File: src/design/mrs_pkg.sv
// shared types, constants and scaling tables for the reading scaler
package mrs_pkg;

  // field widths
  localparam int unsigned OpW     = 2;
  localparam int unsigned SampleW = 8;
  localparam int unsigned ModeW   = 2;
  localparam int unsigned RangeW  = 2;
  localparam int unsigned ValueW  = 16;
  localparam int unsigned DigitW  = 4;
  localparam int unsigned NumDigits = 5;

  // divider sizing: numerator up to 255*50000, divisor up to 255*100
  localparam int unsigned NumerW  = 24;
  localparam int unsigned DenomW  = 15;
  localparam int unsigned RemW    = 16;
  localparam int unsigned StepCntW = $clog2(NumerW + 1);

  // digit unit: x/10 == (x*52429)>>19 for every 16-bit x
  localparam int unsigned RecipTen   = 52429;
  localparam int unsigned RecipShift = 19;
  localparam int unsigned ProdW      = 33;
  localparam int unsigned DigCntW    = $clog2(NumDigits);

  localparam logic [ValueW-1:0]  ValueMax  = 16'hFFFF;
  localparam logic [SampleW-1:0] SampleMax = 8'd255;

  // operation codes
  typedef enum logic [OpW-1:0] {
    OP_SAMPLE = 2'd0,
    OP_RETRY  = 2'd1,
    OP_MODE   = 2'd2,
    OP_RANGE  = 2'd3
  } op_e;

  // mode codes
  localparam logic [ModeW-1:0] MODE_VOLT = 2'd0;
  localparam logic [ModeW-1:0] MODE_AMP  = 2'd1;
  localparam logic [ModeW-1:0] MODE_OHM  = 2'd2;

  localparam logic [RangeW-1:0] RANGE_LOW  = 2'd0;
  localparam logic [RangeW-1:0] RANGE_MID  = 2'd1;
  localparam logic [RangeW-1:0] RANGE_HIGH = 2'd2;

  typedef logic [NumDigits-1:0][DigitW-1:0] digits_t;

  // 500*k for ranges 0..2; also the overrange limit and the amps scale
  function automatic logic [ValueW-1:0] range_limit(logic [RangeW-1:0] r);
    logic [ValueW-1:0] v;
    case (r)
      RANGE_LOW: v = 16'd500;
      RANGE_MID: v = 16'd5000;
      default:   v = 16'd50000;
    endcase
    return v;
  endfunction

  // 255*k amps divisor of the current range, k = 100, 10, 1
  function automatic logic [DenomW-1:0] amp_divisor(logic [RangeW-1:0] r);
    logic [DenomW-1:0] v;
    case (r)
      RANGE_LOW: v = 15'd25500;
      RANGE_MID: v = 15'd2550;
      default:   v = 15'd255;
    endcase
    return v;
  endfunction

endpackage

File: src/design/mrs_div.sv
// restoring divider, one quotient bit per cycle
module mrs_div import mrs_pkg::*; (
  input  logic              clk_i,
  input  logic              rst_ni,
  input  logic              start_i,
  input  logic [NumerW-1:0] numer_i,
  input  logic [DenomW-1:0] denom_i,
  output logic              done_o,
  output logic [NumerW-1:0] quot_o
);

  logic                busy_q;
  logic                done_q;
  logic [StepCntW-1:0] cnt_q;
  logic [NumerW-1:0]   quot_q, quot_d;
  logic [RemW-1:0]     rem_q, rem_d;
  logic [DenomW-1:0]   denom_q;
  logic [RemW:0]       trial;
  logic [RemW:0]       diff;
  logic                fits;

  // one shift-subtract step
  always_comb begin
    trial  = {rem_q, quot_q[NumerW-1]};
    diff   = trial - (RemW+1)'(denom_q);
    fits   = trial >= (RemW+1)'(denom_q);
    rem_d  = fits ? diff[RemW-1:0] : trial[RemW-1:0];
    quot_d = {quot_q[NumerW-2:0], fits};
  end

  // control
  always_ff @(posedge clk_i or negedge rst_ni) begin
    if (!rst_ni) begin
      busy_q <= 1'b0;
      done_q <= 1'b0;
      cnt_q  <= '0;
    end else begin
      done_q <= 1'b0;
      if (start_i) begin
        busy_q <= 1'b1;
        cnt_q  <= StepCntW'(NumerW);
      end else if (busy_q) begin
        cnt_q <= cnt_q - 1'b1;
        if (cnt_q == StepCntW'(1)) begin
          busy_q <= 1'b0;
          done_q <= 1'b1;
        end
      end
    end
  end

  // datapath
  always_ff @(posedge clk_i) begin
    if (start_i) begin
      quot_q  <= numer_i;
      rem_q   <= '0;
      denom_q <= denom_i;
    end else if (busy_q) begin
      quot_q <= quot_d;
      rem_q  <= rem_d;
    end
  end

  assign done_o = done_q;
  assign quot_o = quot_q;

endmodule

File: src/design/mrs_bcd.sv
// decimal digit split, one digit per cycle from the ones upward
module mrs_bcd import mrs_pkg::*; (
  input  logic              clk_i,
  input  logic              rst_ni,
  input  logic              start_i,
  input  logic [ValueW-1:0] value_i,
  output logic              done_o,
  output digits_t           digits_o
);

  logic               busy_q;
  logic               done_q;
  logic [DigCntW-1:0] idx_q;
  logic [ValueW-1:0]  rest_q;
  digits_t            digits_q;
  logic [ProdW-1:0]   prod;
  logic [ValueW-1:0]  quot;
  logic [ValueW-1:0]  times_ten;
  logic [ValueW-1:0]  rem;

  // divide by ten through the reciprocal
  always_comb begin
    prod      = ProdW'(rest_q) * ProdW'(RecipTen);
    quot      = ValueW'(prod >> RecipShift);
    times_ten = ValueW'({quot, 3'b000}) + ValueW'({quot, 1'b0});
    rem       = rest_q - times_ten;
  end

  // control
  always_ff @(posedge clk_i or negedge rst_ni) begin
    if (!rst_ni) begin
      busy_q <= 1'b0;
      done_q <= 1'b0;
      idx_q  <= '0;
    end else begin
      done_q <= 1'b0;
      if (start_i) begin
        busy_q <= 1'b1;
        idx_q  <= '0;
      end else if (busy_q) begin
        idx_q <= idx_q + 1'b1;
        if (idx_q == DigCntW'(NumDigits - 1)) begin
          busy_q <= 1'b0;
          done_q <= 1'b1;
        end
      end
    end
  end

  // datapath
  always_ff @(posedge clk_i) begin
    if (start_i) begin
      rest_q <= value_i;
    end else if (busy_q) begin
      rest_q          <= quot;
      digits_q[idx_q] <= rem[DigitW-1:0];
    end
  end

  assign done_o   = done_q;
  assign digits_o = digits_q;

endmodule

File: src/design/multimeter_reading_scaler.sv
// top level: mode/range state, scaling sequencer and result register
// path: a measurement runs the multiply step, 24 divider steps, 5 digit steps and the
// output register; full-scale resistance skips the divider, other ops run only the digit steps
// flow: one item at a time; the next input beat is taken once the result has gone to
// the output register, later while a waiting output beat is stalled
// reset: asynchronous active low; mode, range, error hold, alarm cleared
module multimeter_reading_scaler import mrs_pkg::*; (
  input  logic               clk_i,
  input  logic               rst_ni,
  input  logic               in_valid_i,
  output logic               in_stall_o,
  input  logic [OpW-1:0]     operation_i,
  input  logic [SampleW-1:0] sample_i,
  output logic               out_valid_o,
  input  logic               out_stall_i,
  output logic               taken_o,
  output logic [ModeW-1:0]   mode_o,
  output logic [RangeW-1:0]  range_o,
  output logic [ValueW-1:0]  value_o,
  output logic [DigitW-1:0]  digit_ten_thousands_o,
  output logic [DigitW-1:0]  digit_thousands_o,
  output logic [DigitW-1:0]  digit_hundreds_o,
  output logic [DigitW-1:0]  digit_tens_o,
  output logic [DigitW-1:0]  digit_ones_o,
  output logic               overrange_o,
  output logic               alarm_o
);

  localparam logic [2:0] S_IDLE  = 3'd0;
  localparam logic [2:0] S_MUL   = 3'd1;
  localparam logic [2:0] S_DIVGO = 3'd2;
  localparam logic [2:0] S_DIVW  = 3'd3;
  localparam logic [2:0] S_CONV  = 3'd4;
  localparam logic [2:0] S_CONVW = 3'd5;
  localparam logic [2:0] S_OUT   = 3'd6;

  logic [2:0]         state_q, state_d;
  logic [ModeW-1:0]   mode_q;
  logic [RangeW-1:0]  range_q;
  logic               hold_q;
  logic               alarm_q;
  logic               measure_q;
  logic               retry_q;
  logic               over_q;
  logic [SampleW-1:0] sample_q;
  logic [ValueW-1:0]  value_q;
  logic [NumerW-1:0]  numer_q;
  logic [DenomW-1:0]  denom_q;

  logic               out_valid_q;
  logic               taken_q_o, over_q_o, alarm_q_o;
  logic [ModeW-1:0]   mode_q_o;
  logic [RangeW-1:0]  range_q_o;
  logic [ValueW-1:0]  value_q_o;
  digits_t            digits_q_o;

  logic               in_beat;
  logic               out_free;
  logic               sample_meas;
  logic               retry_meas;
  logic [RangeW-1:0]  eff_range;
  logic [ValueW-1:0]  limit;
  logic [NumerW-1:0]  product;
  logic [DenomW-1:0]  denom;
  logic               div_start, div_done;
  logic [NumerW-1:0]  quot;
  logic               quot_over;
  logic               bcd_start, bcd_done;
  digits_t            digits;

  assign in_beat     = in_valid_i && (state_q == S_IDLE);
  assign out_free    = !out_valid_q || !out_stall_i;
  assign sample_meas = (op_e'(operation_i) == OP_SAMPLE) && !hold_q;
  assign retry_meas  = (op_e'(operation_i) == OP_RETRY) && alarm_q;

  // scale factors for the current range; range 3 acts as range 2
  assign eff_range = (range_q == 2'd3) ? RANGE_HIGH : range_q;
  assign limit     = range_limit(eff_range);

  // numerator product and divisor selection
  always_comb begin
    if (mode_q == MODE_AMP) begin
      product = NumerW'(sample_q) * NumerW'(range_limit(RANGE_HIGH));
      denom   = amp_divisor(eff_range);
    end else if (mode_q == MODE_OHM) begin
      product = NumerW'(sample_q) * NumerW'(limit);
      denom   = DenomW'(SampleMax - sample_q);
    end else begin
      product = NumerW'(sample_q) * NumerW'(limit);
      denom   = DenomW'(SampleMax);
    end
  end

  assign quot_over = quot >= NumerW'(limit);
  assign div_start = (state_q == S_DIVGO);
  assign bcd_start = (state_q == S_CONV);

  mrs_div u_div (
    .clk_i   (clk_i),
    .rst_ni  (rst_ni),
    .start_i (div_start),
    .numer_i (numer_q),
    .denom_i (denom_q),
    .done_o  (div_done),
    .quot_o  (quot)
  );

  mrs_bcd u_bcd (
    .clk_i    (clk_i),
    .rst_ni   (rst_ni),
    .start_i  (bcd_start),
    .value_i  (value_q),
    .done_o   (bcd_done),
    .digits_o (digits)
  );

  // sequencer
  always_comb begin
    state_d = state_q;
    unique case (state_q)
      S_IDLE: begin
        if (in_beat) begin
          state_d = (sample_meas || retry_meas) ? S_MUL : S_CONV;
        end
      end
      S_MUL: begin
        if (mode_q == MODE_OHM && sample_q == SampleMax) begin
          state_d = S_CONV;
        end else begin
          state_d = S_DIVGO;
        end
      end
      S_DIVGO: state_d = S_DIVW;
      S_DIVW:  if (div_done) state_d = S_CONV;
      S_CONV:  state_d = S_CONVW;
      S_CONVW: if (bcd_done) state_d = S_OUT;
      S_OUT:   if (out_free) state_d = S_IDLE;
      default: state_d = S_IDLE;
    endcase
  end

  // control state
  always_ff @(posedge clk_i or negedge rst_ni) begin
    if (!rst_ni) begin
      state_q     <= S_IDLE;
      mode_q      <= MODE_VOLT;
      range_q     <= RANGE_LOW;
      hold_q      <= 1'b0;
      alarm_q     <= 1'b0;
      measure_q   <= 1'b0;
      retry_q     <= 1'b0;
      out_valid_q <= 1'b0;
    end else begin
      state_q <= state_d;
      // an output beat empties the register unless a new reading takes its place
      if (out_valid_q && !out_stall_i && (state_q != S_OUT)) begin
        out_valid_q <= 1'b0;
      end
      unique case (state_q)
        S_IDLE: begin
          if (in_beat) begin
            measure_q <= sample_meas || retry_meas;
            retry_q   <= retry_meas;
            // mode and range steps
            if (op_e'(operation_i) == OP_MODE) begin
              mode_q  <= (mode_q >= MODE_OHM) ? MODE_VOLT : mode_q + 1'b1;
              range_q <= RANGE_LOW;
              hold_q  <= 1'b0;
              alarm_q <= 1'b0;
            end else if (op_e'(operation_i) == OP_RANGE) begin
              range_q <= (range_q >= RANGE_HIGH) ? RANGE_LOW : range_q + 1'b1;
              hold_q  <= 1'b0;
              alarm_q <= 1'b0;
            end
          end
        end
        S_MUL: begin
          // full-scale resistance is over range without a division
          if (mode_q == MODE_OHM && sample_q == SampleMax) begin
            hold_q  <= 1'b1;
            alarm_q <= !retry_q;
          end
        end
        S_DIVW: begin
          if (div_done) begin
            hold_q <= quot_over;
            if (retry_q) begin
              alarm_q <= 1'b0;
            end else if (quot_over) begin
              alarm_q <= 1'b1;
            end
          end
        end
        S_OUT: begin
          if (out_free) begin
            out_valid_q <= 1'b1;
          end
        end
        default: ;
      endcase
    end
  end

  // datapath registers
  always_ff @(posedge clk_i) begin
    case (state_q)
      S_IDLE: begin
        if (in_beat) begin
          sample_q <= sample_i;
          value_q  <= '0;
          over_q   <= 1'b0;
        end
      end
      S_MUL: begin
        numer_q <= product;
        denom_q <= denom;
        if (mode_q == MODE_OHM && sample_q == SampleMax) begin
          value_q <= ValueMax;
          over_q  <= 1'b1;
        end
      end
      S_DIVW: begin
        if (div_done) begin
          over_q  <= quot_over;
          value_q <= (quot > NumerW'(ValueMax)) ? ValueMax : quot[ValueW-1:0];
        end
      end
      S_OUT: begin
        if (out_free) begin
          taken_q_o  <= measure_q;
          mode_q_o   <= mode_q;
          range_q_o  <= range_q;
          value_q_o  <= value_q;
          digits_q_o <= digits;
          over_q_o   <= over_q;
          alarm_q_o  <= alarm_q;
        end
      end
      default: ;
    endcase
  end

  assign in_stall_o            = (state_q != S_IDLE);
  assign out_valid_o           = out_valid_q;
  assign taken_o               = taken_q_o;
  assign mode_o                = mode_q_o;
  assign range_o               = range_q_o;
  assign value_o               = value_q_o;
  assign digit_ones_o          = digits_q_o[0];
  assign digit_tens_o          = digits_q_o[1];
  assign digit_hundreds_o      = digits_q_o[2];
  assign digit_thousands_o     = digits_q_o[3];
  assign digit_ten_thousands_o = digits_q_o[4];
  assign overrange_o           = over_q_o;
  assign alarm_o               = alarm_q_o;

endmodule
File: config.mk
export PLATFORM = sky130hd
export DESIGN_NAME = multimeter_reading_scaler
export DESIGN_NICKNAME = d
export VERILOG_FILES = /design/src/design/mrs_pkg.sv /design/src/design/mrs_div.sv /design/src/design/mrs_bcd.sv /design/src/design/multimeter_reading_scaler.sv
export SDC_FILE = /design/constraint.sdc
export NUM_CORES = 1
export LEC_CHECK = 0
export ABC_AREA = 1
export ABC_CLOCK_PERIOD_IN_PS = 7150
export BUFFER_PORTS_ARGS = -buffer_cell sky130_fd_sc_hd__buf_4
export CORE_MARGIN = 10
export CORE_UTILIZATION = 50
export CTS_CLUSTER_DIAMETER = 200
export DETAILED_ROUTE_END_ITERATION = 8
export PLACE_DENSITY_LB_ADDON = 0.12
export SLEW_MARGIN = 15
export SYNTH_ARGS = -nofsm -noshare
export SYNTH_HDL_FRONTEND = slang
export SYNTH_SLANG_ARGS = --single-unit
File: constraint.sdc
create_clock -name clk_i -period 7.15 [get_ports clk_i]
set_clock_uncertainty 0.05 [all_clocks]
set_input_delay 0.3575 -clock clk_i [delete_from_list [all_inputs] [get_ports clk_i]]
set_output_delay 0.3575 -clock clk_i [all_outputs]
set_load 0.005 [all_outputs]
# --- Word level (Yosys, flattened, before mapping) ---
# Cells that the tools add are included.
word_totals:
  elab_cells: 175
  inputBits: 14
  out_inout_bits: 45
  ff_bits: 222
op_classes:
  addsub: 8
  order_cmp: 7
  multipliers: 3
  bitwise: 1
  muxes: 62
  reduce_logical: 30
  eq_ne: 24
op_table:
  columns: ["op", "count"]
  rows:
  - ["$mux 16", 7]
  - ["$mux 24", 3]
  - ["$pmux 16 s3", 1]
  - ["$mul 16x16->32 const B", 1]
  - ["$pmux 16 s2", 1]
  - ["$mux 15", 2]
  - ["$pmux 15 s2", 1]
  - ["$mux 1", 25]
  - ["$ge 24x16->1", 1]
  - ["$gt 24x16->1 const B", 1]
  - ["$mul 8x16->24", 1]
  - ["$mux 3", 8]
  - ["$pmux 3 s7", 1]
  - ["$bwmux 20", 1]
  - ["$mul 8x12->20 const B", 1]
  - ["$ge 17x15->1", 1]
  - ["$sub 16x15->16", 1]
  - ["$demux 4 s3", 1]
  - ["$eq 3x3->1 const B", 4]
  - ["$mux 2", 5]
  - ["$mux 5", 2]
  - ["$pmux 1 s3", 3]
  - ["$sub 8x8->9 const A", 1]
  - ["$eq 2x2->1 const B", 4]
  - ["31 further kinds", 58]

# --- Depth between registers and ports, before layout ---
# Gate-level depths: netlist (run 1).
depth:
  ltp_word: 9
  ltp_mapped: 29
  mapped_depth_nobuf: 29

# --- Hierarchy ---
# From an unflattened synthesis (run 1), not the netlist that was laid out.
unflattened:
  cells_unflattened: 2267
  hier_area_um2: 19682.6
by_module_without_submodules:
  columns: ["module", "seq_area_each_um2", "area_per_inst_um2", "cells_per_inst", "instances"]
  rows:
  - ["multimeter_reading_scaler", 3333.2, 9296.4, 1040, 1]
  - ["mrs_bcd", 1206.2, 6726.5, 769, 1]
  - ["mrs_div", 1666.6, 3659.8, 458, 1]

# --- Least setup slack after synthesis (run 1) ---
# No wires, ideal clock.
synth_timing:
  kind: "register -> register"
  from: "register u_bcd.rest_q[4]"
  to: "register u_bcd.digits_q, in the netlist u_bcd.digits_o[11] (data pin)"
  path_buffers: 0
  setup_slack_ns: 1.612
  arrival_time_ns: 5.228
  setup_time_ns: 0.260
  path_stages_with_launch: 27
  synth_period_minus_slack_ns: 5.538
  required_time_ns: 6.840
  cell_sequence: "edfxtp_1 > ha_1 > inv_1 > fa_1 > fa_1 > fa_1 > inv_1 > fa_1 > inv_1 > fa_1 > inv_1 > ha_1 > nand2_1 > nor2_1 > inv_1 > nor2_1 > nand2_1 > nand2_1 > nand2_1 > and2_1 > ha_1 > xnor2_1 > nand3_1 > nand2_1 > nand2_1 > nand2_1 > inv_1"
synth_between:
  elab_chain_cells: 4
synth_rtl:
  columns: ["element", "line", "source"]
  rows:
  - ["start: declaration", "mrs_bcd.sv:14", "logic [ValueW-1:0] rest_q;"]
  - ["start signal: assignment", "mrs_bcd.sv:53", "rest_q <= value_i;"]
  - ["start signal: assignment", "mrs_bcd.sv:55", "rest_q <= quot;"]
  - ["$mul 16x16->32", "mrs_bcd.sv:23", "prod = ProdW'(rest_q) * ProdW'(RecipTen);"]
  - ["$add 4x4->4", "mrs_bcd.sv:25", "times_ten = ValueW'({quot, 3'b000}) + ValueW'({quot, 1'b0});"]
  - ["$sub 4x4->4", "mrs_bcd.sv:26", "rem = rest_q - times_ten;"]
  - ["named net u_bcd.rem[3]", "mrs_bcd.sv:19", "logic [ValueW-1:0] rem;"]
  - ["$bwmux 20", "mrs_bcd.sv:56", "digits_q[idx_q] <= rem[DigitW-1:0];"]
  - ["end signal: indexed assignment", "mrs_bcd.sv:56", null]
  - ["end: declaration", "mrs_bcd.sv:15", "digits_t digits_q;"]
# The timed path passes the listed nets, and every way through them passes these cells.
# A chain may end at the register's enable or synchronous reset.

# --- Worst setup path in the final report (run 1) ---
layout_timing:
  from: "register u_bcd.rest_q[5]"
  to: "register u_bcd.digits_q, in the netlist u_bcd.digits_o[15] (data pin)"
# The elaborated chain is that of the path after synthesis.

==> results of run 1 <==
## kinds of logic (layout without fill, tap and decap cells)
kind of cell	after synthesis	in the layout
buffers and inverters	498	598
AOI/OAI and AO/OA	262	262
DFF	212	212
xor gates and xnor gates	28	28
adders and majority gates	412	412
and+or+nand+nor	704	704
## how the worst min path moves through the flow
| stage | slack [ns] | endpoint |
|---|---|---|
| after global routing | 0.09 | range_q[1] |
| final | 0.08 | range_q[1] |
| after detailed placement | 0.25 | u_bcd.done_o |
| after CTS | 0.05 | range_q[1] |
| after floorplan | 0.01 | alarm_q |
| after global placement | 0.25 | out_valid_o |
## power by group through the flow
stage	Combinational [mW]	Clock, mW	Sequential (mW)
2_1_floorplan	0.219	0	1.35
3_3_place_gp	0.295	0	1.35
3_5_place_dp	0.298	0	1.35
4_1_cts	0.305	1.35	1.33
5_1_grt	0.351	1.40	1.32
6_report	0.303	1.32	1.33
## layer usage
metal / wire, um / part of all wire (%) / vias up / GRT usage [%]
li1: - / - / 6997 / -
met1: 20600 / 43 / 6835 / 25.9
met2: 23700 / 49 / 344 / 36.7
met3: 2140 / 4.5 / 89 / 2.69
met4: 1690 / 3.5 / 0 / 7.28
met5: 0 / 0 / - / 0
## critical path: stages, from the launching register on
cell and delay [ns]:
edfxtp_1 0.52, ha_1 0.39, inv_1 0.09, fa_1 0.51, fa_1 0.53, fa_1 0.55
inv_1 0.06, fa_1 0.53, inv_1 0.05, fa_1 0.53, inv_1 0.04, ha_1 0.39
nand2_1 0.14, nor2_1 0.16, inv_1 0.08, nor2_1 0.11, nand2_1 0.07, nand2_1 0.06
nand2_1 0.06, and2_1 0.15, ha_1 0.19, xnor2_1 0.19, nand3_1 0.13, nand2_1 0.08
nand2_1 0.05, nand2_1 0.05, inv_1 0.09
## state kept, by name, indices dropped and copies added, names as in the netlist, 5 cells and up
name	count
u_div.quot_o	24
numer_q	22
u_bcd.digits_o	20
u_bcd.rest_q	16
u_div.rem_q	16
value_o	16
value_q	16
denom_q	11
u_div.denom_q	11
sample_q	8
u_div.cnt_q	5
## stage by stage
step                      util (%)  instances  area [um2]  worst slack (ns)  hold slack (ns)
after floorplan                  -       2116       18900              1.61           0.0119
after global placement        53.2       2669       20000              1.18            0.246
after detailed placement      53.2       2669       20000              1.15            0.249
after CTS                     55.8       2727       20900              1.10           0.0513
after global routing          55.8       2727       20900             0.692           0.0858
final                         55.8       2727       20900              1.04           0.0789
## synth_stat cells (all sizes together)
library cell	instances	area (um2)
inv	470	1760
nand2	373	1420
ha	272	3400
edfxtp	172	5160
nor2	153	602
fa	140	2800
a21oi	117	612
nand3	108	561
o21ai	105	533
dfrtp	24	601
nand3b	20	150
nand4	20	131
nor3	19	105
clkbuf	16	60.1
dfxtp	16	320
xor2	15	131
xnor2	13	114
buf	11	80.1
o21bai	10	75.1
a21o	7	52.6
a21boi	5	37.5
nor4	4	31.3
o21a	4	31.3
a31oi	3	18.8
o22ai	3	18.8
o31ai	3	22.5
or2	3	18.8
and2	2	12.5
and3	2	12.5
o211ai	2	15.0
a221oi	1	8.76
clkinv	1	3.75
o2bb2ai	1	8.76
o31a	1	8.76
## layout make-up
cell class / count / area [um2] / share of cell area, %
Clock buffer: 30 / 676 / 3.23
Clock inverter: 18 / 183 / 0.873
Inverter: 471 / 1770 / 8.45
Multi-Input combinational cell: 1406 / 10900 / 52.3
Sequential cell: 212 / 6090 / 29.1
Tap cell: 511 / 639 / 3.06
Timing Repair Buffer: 79 / 618 / 2.96
==> flow_summary.yaml, run 1 <==
grt:
  grt_pass1_wl_um: 77500
  grt_overflow_total: 0
  grt_pass1_vias: 14609
  grt_max_degree: 57
  grt_use_total_pct: 20.9
  antenna_found_initial: 0
logic_synthesis:
  ys_types: 51
  yosys.area_share.adder_pct: 32.8
  syn_area_um2: 18900
  yosysWarnings: 0
  synthesis.nets: 2542
  muxShareOfSynthArea_pct: 0
  avgSynthCellArea_um2: 8.95
  seq_area_frac_synth_pct: 32.1
  ys_ff_latch: 212
  synth-xor-area-share_pct: 1.30
  synth_compound_area_share_pct: 7.62
  synthSimpleGateAreaFrac_pct: 16.1
  synth_top_family_by_area: "adder cells"
  synthCells: 2116
worst_setup_path:
  path_class: "register to register"
  r2r_setup_slack_ns: 1.04
  crit_arrival_ns: 6.34
  crit_required_ns: 7.37
  r2r_end: "u_bcd.digits_o[15]"
  r2r_start: "u_bcd.rest_q[5]"
  critPathLaunch: "u_bcd.rest_q[5]"
  crit_path_start_kind: "register"
  cp_max_fo: 6
  reg2reg_depth: 26
  cp-end-kind: "register"
  endpoint: "u_bcd.digits_o[15]"
drt:
  drtAntennaViolNets: 0
  viasPerCell: 5.23
  drtIter0Drc: 879
  drc: 0
  vias: 14265
  routed_wirelength_um: 48100
  wl_per_cell_um: 17.7
  first_pass_iters: 6
layout:
  mostFrequentLayoutCells: "inv_1 (468), nand2_1 (369), ha_1 (272)"
  synthToLayoutAreaGrowth_pct: 10.5
  layout-drive-gt1-share_pct: 6.59
  fillers: 3445
  nets: 2622
  layout_commonest_cell: "inv_1"
  n_antenna_cell: 0
clocking:
  clk_pin_slew_worst_paths_ns: 0.07
  cts_setup_buffers: 0
  clockBufferDepth: 3
  cts_sinks: 212
  h-tree-depth: 1
  ctsResizeCount: 0
  clock_latency_ns: 0.55
  cts_hold_buf: 10
  root_buffer: "clkbuf_16"
  tritoncts: "yes"
  numCtsBuffers: 26
power_and_ir_drop:
  seqPwrFrac_pct: 44.9
  swShare_pct: 25.5
  irDropWorstVdd_uv: 153
  p_sw_uw: 753
  p_int_mw: 2.20
  p_per_area_nw_per_um2: 141
  p_total_mw: 2.95
  p_leak_nw: 10.4
  clkPwrFrac_pct: 44.8
  p_comb_share_pct: 10.3
floorplan:
  ioPinCount: 59
  initial_core_util_pct: 50.5
  fp.dieH_um: 215
  die_area_um2: 46000
  coreArea_um2: 37500
  die_w_um: 215
  rows: 71
placement:
  io_buffers: 58
  dp_hpwl_um: 39100
  routabilityCongestion: 0.935
job:
  drv_cap: 0
sta:
  hold_viol_final: 0
  drv_slew: 0
  slew_headroom_pct: 32.3
  max_slew.worst_pin.slew_ns: 1.01
  setup_violations: 0
  timing.setup.tns_ns: 0
  fin_crit_ns: 6.11
  finalCritPeriodShare_pct: 85.5
  fmax_mhz: 164
  rsz0062_at_grt: "false"
min_path:
  hold_class: "input port to register"
  hold_depth: 3
  hold_start: "operation_i[0]"
outcome:
  status: "finished, final reports clean"
No activity file was read; power rests on OpenSTA's default activity.
==> inputs of run 2 (changes only) <==
--- a/config.mk
+++ b/config.mk
@@ -12,8 +12,9 @@
 export CORE_UTILIZATION = 50
 export CTS_CLUSTER_DIAMETER = 200
 export DETAILED_ROUTE_END_ITERATION = 8
-export PLACE_DENSITY_LB_ADDON = 0.12
+export PLACE_DENSITY = 0.66
 export SLEW_MARGIN = 15
 export SYNTH_ARGS = -nofsm -noshare
 export SYNTH_HDL_FRONTEND = slang
+export SYNTH_HIERARCHICAL = 1
 export SYNTH_SLANG_ARGS = --single-unit
==> run 2 against run 1 <==
  * Routed wire length up 1.6%
  * Final cell count is 5.7% higher
  * Critical path type unchanged
  * Largest cell class unchanged
  * Area after synthesis is 4.0% higher
==> flow_summary.yaml, run 2 <==
outcome:
  status: "finished, final reports clean"
logic_synthesis:
  synthCells: 2267
  synthTopCellsByCount: "nand2_1 (512), inv_1 (483), ha_1 (276), edfxtp_1 (176), nor2_1 (155)"
  synth_ff_type: "edfxtp_1"
  yosysTopAreaCell: "edfxtp_1"
  seq_area_frac_synth_pct: 31.5
  yosysMostFrequentCell: "nand2_1"
  synth_top_area_share_pct: 26.9
  syn_area_um2: 19700
  avgSynthCellArea_um2: 8.68
  async_flop_share_pct: 11.1
  yosysWarnings: 6
  synth_edf_count: 176
  ys_types: 53
  ys_ff_latch: 216
  synth.area.top_cells: "edfxtp_1 (27%), ha_1 (18%), fa_1 (14%)"
layout:
  mostFrequentLayoutCells: "nand2_1 (512), inv_1 (483), ha_1 (276)"
  n_antenna_cell: 0
  synthToLayoutAreaGrowth_pct: 10.1
  fillers: 3562
  layout-drive-gt1-share_pct: 7.91
  nets: 2773
  multiInputGateArea_um2: 11500
  largest_reg_flops: 24
  seqCellArea_um2: 6210
  layout_commonest_cell: "nand2_1"
clocking:
  cts_hold_buf: 10
  clock_latency_ns: 0.55
  cts_setup_buffers: 0
  h-tree-depth: 1
  tritoncts: "yes"
  numCtsBuffers: 25
  ctsResizeCount: 0
  clk_pin_slew_worst_paths_ns: 0.06
  root_buffer: "clkbuf_16"
  cts_sinks: 216
  clockBufferDepth: 3
worst_setup_path:
  cp_max_fo: 6
  crit_required_ns: 7.39
  crit_arrival_ns: 6.37
  cp_slowest_cell: "edfxtp_1"
  cp-end-kind: "register"
  path_class: "register to register"
  r2r_setup_slack_ns: 1.02
  cp_cell_sequence: "ha_1 -> inv_1 -> fa_1 -> inv_1 -> fa_1 -> fa_1 -> fa_1 -> inv_1 -> fa_1 -> inv_1 -> ha_1 -> a21oi_1 -> o21a_1 -> nand2_1 -> inv_1 -> nand3_1 -> and2_1 -> ha_1 -> xnor2_1 -> inv_1 -> nand3_2 -> nand3_1 -> nand2_1 -> inv_1"
  crit_path_start_kind: "register"
  cpPeakStageDelay_ns: 0.55
  cp_common_cell: "inv_1"
  r2r_start: "u_bcd/rest_q[3]"
  r2r_end: "u_bcd/digits_o[15]"
  reg2reg_depth: 24
min_path:
  hold_end: "out_valid_o"
  hold_start: "out_stall_i"
  hold_class: "input port to register"
  hold_depth: 3
floorplan:
  fp.dieH_um: 218
  die_w_um: 218
  initial_core_util_pct: 50.7
  die_area_um2: 47700
  rows: 72
  ioPinCount: 59
  coreArea_um2: 38800
drt:
  wl_met1_um: 21600
  drtAntennaViolNets: 0
  top_layer_used: "met5"
  first_pass_iters: 5
  vias: 14907
  met2_length_um: 23600
  viasPerCell: 5.17
  drc: 0
  routed-wl-met3_um: 2410
  wl_per_cell_um: 17.0
  drtIter0Drc: 1029
  routed_wirelength_um: 48900
sta:
  slew_headroom_pct: 34.4
  finalCritPeriodShare_pct: 85.7
  hold_viol_final: 0
  fin_crit_ns: 6.13
  drv_slew: 0
  max_slew.worst_pin.slew_ns: 0.983
  timing.setup.tns_ns: 0
  rsz0062_at_grt: "false"
  fin_ws_ns: 1.02
  setup_violations: 0
  fmax_mhz: 163
placement:
  dp_hpwl_um: 39900
  io_buffers: 58
  routabilityCongestion: 0.959
  preCtsSetupSlack_ns: 1.04
grt:
  grt_max_degree: 44
  grt_use_total_pct: 20.7
  grt_pass1_wl_um: 78700
  grt_overflow_total: 0
  grt_pass1_vias: 14747
  antenna_found_initial: 1
job:
  drv_cap: 0
## run 2: cell types whose count changed after synthesis, sizes merged, moves of 6 or more
cell   change
nand2    +153
nor2      +23
nand3     +20
inv       +27
a21oi     -27
xor2       -6
o21ai     -35
## run 2: metal layers
metal	vias to the layer above	track usage [%]
met3	73	2.33
li1	7359	-
met5	-	0
met2	364	35.5
met4	2	6.16
met1	7109	27.0
## run 2: per-stage QoR
step                      hold WS, ns  util [%]  instances  area (um2)
after floorplan                0.0119         -       2270       19700
after global routing           0.0250      55.8       2882       21700
after CTS                      0.0108      55.8       2882       21700
after global placement          0.250      53.3       2826       20700
final                          0.0309      55.8       2882       21700
after detailed placement        0.256      53.3       2826       20700
## run 2: worst max-delay path, delay by kind of cell, from the launching register on
kind | cells | cell delay (ns)
DFF | 1 | 0.55
AOI/OAI and AO/OA | 2 | 0.38
buffers and inverters | 7 | 0.47
adders and majority gates | 8 | 3.59
and+or+nand+nor | 6 | 0.57
xor gates and xnor gates | 1 | 0.26
## run 2: how the worst max path moves through the flow
| stage | to | depth (start not counted) | from |
|---|---|---|---|
| finish | u_bcd/digits_o[15] | 24 | u_bcd/rest_q[3] |
| global route | u_bcd/digits_o[7] | 26 | u_bcd/rest_q[3] |
| CTS | u_bcd/digits_o[7] | 24 | u_bcd/rest_q[3] |
| detailed placement | u_bcd/digits_o[15] | 24 | u_bcd/rest_q[3] |
| global placement | u_bcd/digits_o[11] | 24 | u_bcd/rest_q[3] |
| floorplan | u_bcd/digits_o[11] | 24 | u_bcd/rest_q[6] |
## run 2: final cells by class
type	instances	share of cell area, %
clock buffers	33	3.21
flip-flops and latches	216	28.6
multi-input cells	1529	52.9
clock inverters	13	0.901
inverters	499	8.68
repair buffers	74	2.68
well taps	518	2.99
## run 2: cells by family (layout without fill, tap and decap cells)
family / count (synthesis) / after routing / synth area share (%)
flip-flops: 216 / 216 / 31.5
other: 1 / 4 / 0.0191
buffers and inverters: 525 / 619 / 10.3
AO/OA/AOI/OAI: 187 / 187 / 5.17
XOR/XNOR: 27 / 27 / 1.20
adder cells (fa/ha/maj): 414 / 414 / 31.6
AND/OR/NAND/NOR: 897 / 897 / 20.2
Power of run 2 is not shown: default switching activity piles up to over one toggle a cycle in this logic, so the estimate is an artifact.
==> inputs of run 3 (changes only) <==
--- a/config.mk
+++ b/config.mk
@@ -13,6 +13,7 @@
 export CTS_CLUSTER_DIAMETER = 200
 export DETAILED_ROUTE_END_ITERATION = 8
 export PLACE_DENSITY = 0.66
+export REMOVE_ABC_BUFFERS = 1
 export SLEW_MARGIN = 15
 export SYNTH_ARGS = -nofsm -noshare
 export SYNTH_HDL_FRONTEND = slang
==> run 3 against run 2 <==
  * First-iteration DRC count grew 0.68%
  * Critical path depth is the same
  * Sequential share of layout area up 0.061 points
  * Highest routed layer is now met4
==> flow_summary.yaml, run 3 (synthesis gave the netlist of run 2 again) <==
outcome:
  status: "finished, final reports clean"
sta:
  hold_viol_final: 0
  fmax_mhz: 164
  drv_slew: 0
  setup_violations: 0
  rsz0062_at_grt: "false"
  finalCritPeriodShare_pct: 85.3
  timing.setup.tns_ns: 0
  fin_crit_ns: 6.10
  max_slew.worst_pin.slew_ns: 1.04
  slew_headroom_pct: 30.8
  fin_ws_ns: 1.05
layout:
  fin_area_um2: 21600
  final_util_pct: 55.7
  layout-drive-gt1-share_pct: 8.03
  nets: 2774
  mostFrequentLayoutCells: "nand2_1 (512), inv_1 (483), ha_1 (276)"
  largest_reg_flops: 24
  n_antenna_cell: 0
  layout_commonest_cell: "nand2_1"
  synthToLayoutAreaGrowth_pct: 9.88
clocking:
  root_buffer: "clkbuf_16"
  cts_hold_buf: 10
  h-tree-depth: 1
  numCtsBuffers: 25
  clockBufferDepth: 3
  clk_pin_slew_worst_paths_ns: 0.06
  ctsResizeCount: 0
  tritoncts: "yes"
  cts_sinks: 216
  clock_latency_ns: 0.55
  cts_setup_buffers: 0
worst_setup_path:
  cp_max_fo: 6
  cp-end-kind: "register"
  crit_path_start_kind: "register"
  crit_arrival_ns: 6.34
  crit_required_ns: 7.39
  path_class: "register to register"
drt:
  wl_per_cell_um: 16.8
  drtIter0Drc: 1036
  routed-wl-met3_um: 2590
  drc: 0
  drtAntennaViolNets: 0
  first_pass_iters: 8
  routed_wirelength_um: 48400
  viasPerCell: 5.16
  met2_length_um: 22600
  top_layer_used: "met4"
  wl_met1_um: 21900
  vias: 14872
floorplan:
  coreArea_um2: 38800
  die_area_um2: 47700
  die_w_um: 218
  rows: 72
  fp.dieH_um: 218
  initial_core_util_pct: 50.7
  ioPinCount: 59
placement:
  io_buffers: 58
  dp_hpwl_um: 39600
  routabilityCongestion: 0.971
  preCtsSetupSlack_ns: 1.10
  placed_area_um2: 20700
grt:
  grt_max_degree: 44
  antenna_found_initial: 0
  grt_use_total_pct: 20.8
  grt_overflow_total: 0
  grt_pass1_vias: 14992
  grt_pass1_wl_um: 79500
job:
  drv_cap: 0
min_path:
  hold_class: "input port to register"
[run 3: cell count changes in the layout (fill, tap and decap cells not counted), sizes merged]
cell    change
inv         +2
buf         +1
clkinv      +5
clkbuf      -5
bufinv      -2
[run 3: worst paths after layout]
kind                                      end  slack, ns  cells past startpoint              start
setup / recovery           u_bcd/digits_o[11]       1.05                     24    u_bcd/rest_q[3]
hold / removal                    out_valid_o       0.04                      3        out_stall_i
setup reg to reg           u_bcd/digits_o[11]       1.05                     24    u_bcd/rest_q[3]
hold reg to reg               digit_ones_o[0]       0.37                      0  u_bcd/digits_o[0]
max in group asynchronous             alarm_q       6.56                      2             rst_ni
min in group asynchronous         out_valid_o       0.21                      2             rst_ni
[run 3: worst max-delay path, stage by stage, from the launching register on]
cell and delay, ns:
edfxtp_1 0.55, ha_1 0.42, inv_1 0.07, fa_1 0.50, inv_1 0.06, fa_1 0.50
fa_1 0.52, fa_1 0.54, inv_1 0.05, fa_1 0.53, inv_1 0.04, ha_1 0.35
a21oi_1 0.21, o21a_1 0.15, nand2_1 0.09, inv_1 0.08, nand3_1 0.09, and2_1 0.17
ha_1 0.19, xnor2_1 0.28, inv_1 0.09, nand3_2 0.09, nand3_1 0.07, nand2_1 0.07
inv_1 0.07
[run 3: final cells by class]
class / count / area, um2
timing repair buffer: 75 / 588
inverter: 499 / 1880
multi-input combinational: 1529 / 11500
tap: 518 / 648
clock inverter: 18 / 180
sequential: 216 / 6210
clock buffer: 28 / 657
fill: 3527 / 17200
[run 3: stage by stage]
| stage | hold slack (ns) | instances |
|---|---|---|
| 2_1_floorplan | 0.0119 | 2244 |
| 3_3_place_gp | 0.248 | 2827 |
| 3_5_place_dp | 0.259 | 2827 |
| 4_1_cts | 0.0146 | 2883 |
| 5_1_grt | 0.0222 | 2883 |
| 6_report | 0.0375 | 2883 |
[run 3: per-layer routing]
metal,vias to the layer above,GRT usage (%)
li1,7340,-
met1,7069,28.0
met2,382,34.5
met3,81,2.42
met4,0,6.04
met5,-,0
Power of run 3 is left out for the same reason.
